**src/rtl/plt_pkg.sv**
```systemverilog
// Package for the peer learning table: result kinds, request codes, widths.
// No dependencies.
package plt_pkg;

    localparam int unsigned SER_W  = 64;
    localparam int unsigned IP_W   = 32;
    localparam int unsigned TIME_W = 63;
    localparam int unsigned TMO_W  = 32;

    typedef enum logic [1:0] {
        FUNC_UPDATE = 2'd0,
        FUNC_SWEEP  = 2'd1,
        FUNC_LIST   = 2'd2,
        FUNC_NONE   = 2'd3
    } t_func;

    typedef enum logic [2:0] {
        KIND_REFRESH = 3'd0,
        KIND_ADDED   = 3'd1,
        KIND_FULL    = 3'd2,
        KIND_REMOVED = 3'd3,
        KIND_LIST    = 3'd4,
        KIND_DONE    = 3'd5
    } t_kind;

    // One table entry as it travels along the cell row.
    typedef struct packed {
        logic              valid;
        logic [SER_W-1:0]  serial;
        logic [IP_W-1:0]   ip;
        logic [TIME_W-1:0] seen;
    } t_entry;

endpackage

```
**src/rtl/plt_cell.sv**
```systemverilog
// One storage cell of the rotating entry row, with its own key compare.
// Depends on plt_pkg.
module plt_cell #(
    parameter bit RST_VALID = 1'b0
) (
    input  logic                       i_clk,
    input  logic                       i_rst_n,
    input  logic                       i_shift,    // take the neighbor entry
    input  plt_pkg::t_entry            i_next,     // entry of downstream neighbor
    input  logic                       i_wr,       // overwrite with i_wr_entry
    input  plt_pkg::t_entry            i_wr_entry,
    input  logic [plt_pkg::SER_W-1:0]  i_key,
    output plt_pkg::t_entry            o_entry,
    output logic                       o_match
);
    plt_pkg::t_entry r_entry, n_entry;

    always_comb begin
        n_entry = r_entry;
        if (i_wr) begin
            n_entry = i_wr_entry;
        end else if (i_shift) begin
            n_entry = i_next;
        end
    end

    always_ff @(posedge i_clk) begin
        if (!i_rst_n) begin
            r_entry <= {RST_VALID, {($bits(plt_pkg::t_entry) - 1){1'b0}}};
        end else begin
            r_entry <= n_entry;
        end
    end

    assign o_entry = r_entry;
    assign o_match = r_entry.valid && (r_entry.serial == i_key);
endmodule

```
**config.mk**
```make
export PLATFORM = sky130hd
export DESIGN_NAME = plt_cell
export DESIGN_NICKNAME = d
export VERILOG_FILES = /design/src/rtl/plt_pkg.sv /design/src/rtl/plt_cell.sv
export SDC_FILE = /design/constraint.sdc
export NUM_CORES = 1
export LEC_CHECK = 0
export BUFFER_PORTS_ARGS = -buffer_cell sky130_fd_sc_hd__buf_2
export CAP_MARGIN = 10
export CORE_AREA = 8 8 206 208
export DETAILED_ROUTE_END_ITERATION = 12
export DIE_AREA = 0 0 214 216
export GPL_TIMING_DRIVEN = 0
export PLACE_DENSITY = 0.49
export SYNTH_ARGS = -nofsm -noshare
export SYNTH_HDL_FRONTEND = slang
export SYNTH_SLANG_ARGS = --single-unit
```
**constraint.sdc**
```tcl
create_clock -name i_clk -period 3.5 [get_ports i_clk]
set_input_delay 0.35 -clock i_clk [delete_from_list [all_inputs] [get_ports i_clk]]
set_output_delay 0.35 -clock i_clk [all_outputs]
set_load 0.005 [all_outputs]
```
==> impl_metrics.yaml <==
route:
  met2_length_um: 21500
  wl_met1_um: 16300
  wl_per_cell_um: 20.7
  top_layer: "met5"
  drc: 0
  drtIter0Drc: 388
  routed_via_density: 4.26
  finalWirelength_um: 42700
  vias: 8793
  ant_nets: 0
  dr.pass1.iters: 5
  dr_wl_met3_um: 3650
synthesis:
  yosys_most_used_dff: "dfxtp_1"
  seq_area_frac_synth: 0.388
  ys_warn_count: 0
  synth.area.top_cells: "dfxtp_1 (39%), mux2i_1 (19%), and2_1 (12%), nand2_1 (7.3%), o21ai_1 (6.1%)"
  async_flop_share: 0
  synth_fp_nets: 1349
  synth_top_cells_by_count: "and2_1 (160), dfxtp_1 (160), mux2i_1 (160), nand2_1 (160), o21ai_1 (100)"
  yosysUniqueCellTypes: 22
  synth.avg_cell_area_um2: 8.59
  yosysTopAreaCellShare: 0.388
  synth_seq_cells: 160
  netlist_instances: 961
  synth_edf_count: 0
  netlist_area_um2: 8250
  yosys.area.top_type: "dfxtp_1"
placement:
  place_congestion: 0.878
  numPortBuffers: 545
  hpwl_um: 35100
sta:
  setup_viol: 0
  min_period_ns: 3.42
  tns_ns: 0
  finalClockSkew_ns: 0
  grt_setup_unrepaired: "no"
  slew_violations: 0
  slew_headroom: 0.441
  finalHoldViolations: 0
  max_freq_ghz: 0.292
  worst_slew_pin_slew_ns: 0.838
  period_share: 0.978
hold_path:
  hp-class: "input port to flip-flop"
  whs_path_depth: 4
setup_path:
  cp-end-kind: "primary output"
  arrival_ns: 3.07
  worstPathRequired_ns: 3.15
  path_class: "flip-flop to primary output"
  startpoint_type: "flip-flop"
  critPathMaxFanout: 3
  ff2ff_path_depth: 3
cts:
  cts_resized: 0
  htreeDepth: 4
  worstSkewPairLatency_ns: 0.44
  cts_setup_buffers: 0
  clk_pin_slew_ns: 0.07
  cts.path.max_buffers: 2
  clock_sinks: 160
  cts_buffers: 17
  cts_tree: "done"
  ctsRootBufferMaster: "clkbuf_16"
  cts_hold_buf: 0
floorplanning:
  num_rows: 73
  fp.dieW_um: 214
  start_util: 0.211
  die_h_um: 216
  pin_count: 549
  core_region_area_um2: 39200
  die_area_um2: 46200
global_routing:
  grt_overflow: 0
  first_global_vias: 9593
  antenna_found_initial: 10
  grt_pass1_wl_um: 62000
  grt_max_degree: 17
  grtUsageTotal: 0.179
power:
  ir_drop_mv: 0.317
  power_leakage_nw: 6.18
  powerDensity_nw_per_um2: 400
cells_and_area:
  area.growth.synth_to_final_pct: 47.9
  drive_above_1_share: 0.390
  utilization: 0.311
  largest_register_ffs: 160
  num-nets-final: 1913
status:
  outcome: "complete, no violations"
flow_run:
  max-cap-violations: 0
==> cells by family (layout without fill, tap and decap cells) <==
group | after synthesis | after routing | synth area share
XOR/XNOR | 59 | 59 | 0.0626
multiplexers | 160 | 160 | 0.194
other | 0 | 5 | 0
flip-flops | 160 | 160 | 0.388
AND/OR/NAND/NOR | 341 | 341 | 0.213
AO/OA/AOI/OAI | 166 | 166 | 0.102
buffers and inverters | 75 | 650 | 0.0403
==> final timing paths <==
check	start	endpoint	slack, ns
setup / recovery	o_entry[110]	o_match	0.08
hold / removal	i_wr_entry[13]	o_entry[13]	0.21
setup reg to reg	o_entry[159]	o_entry[159]	2.54
hold reg to reg	o_entry[80]	o_entry[80]	0.63
==> metrics by stage <==
stage               total power, mW  hold slack, ns  setup slack (ns)  std cells  area (µm²)
detailed placement             3.08           0.619             0.468       2031       11600
floorplan                      2.53           0.562              1.89        961        8250
global placement               3.07           0.604             0.458       2031       11600
global route                   5.15           0.203            0.0836       2065       12200
CTS                            4.98           0.178            0.0257       2061       12200
finish                         4.89           0.210            0.0770       2066       12200
==> cell usage in the layout (no fill, tap or decap), types with 10 or more instances in the layout <==
cell type and n:
and2_1 160, buf_2 556, buf_4 10, clkbuf_1 48
clkbuf_16 17, dfxtp_1 160, mux2i_1 160, nand2_1 160
nand4_1 13, o21ai_0 60, o21ai_1 100, xnor2_1 46
xor2_1 13
==> final cells by class <==
class                           instances  area [µm²]
Antenna cell                            5        12.5
Buffer                                 70         314
Clock buffer                           20         467
Clock inverter                         10        87.6
Fill cell                            4247       27000
Inverter                                5        18.8
Multi-Input combinational cell        726        4710
Sequential cell                       160        3200
Tap cell                              525         657
Timing Repair Buffer                  545        2730
==> power breakdown <==
group	total [mW]	internal, mW	switching [mW]
logic	0.982	0.499	0.483
clock network	1.86	1.02	0.836
registers	2.04	1.94	0.101
==> critical path: stages (launching register included) <==
cell	delay [ns]
dfxtp_1	0.36
xnor2_1	0.41
nand4_1	0.21
nor4_1	0.67
nand4_1	0.22
nor4_2	0.54
buf_2	0.21
==> layer usage <==
layer | vias up | track usage
met5 | - | 0
met2 | 379 | 0.320
li1 | 4343 | -
met3 | 54 | 0.0702
met1 | 4007 | 0.187
met4 | 10 | 0.0656
(Power assumes the default switching activity.)
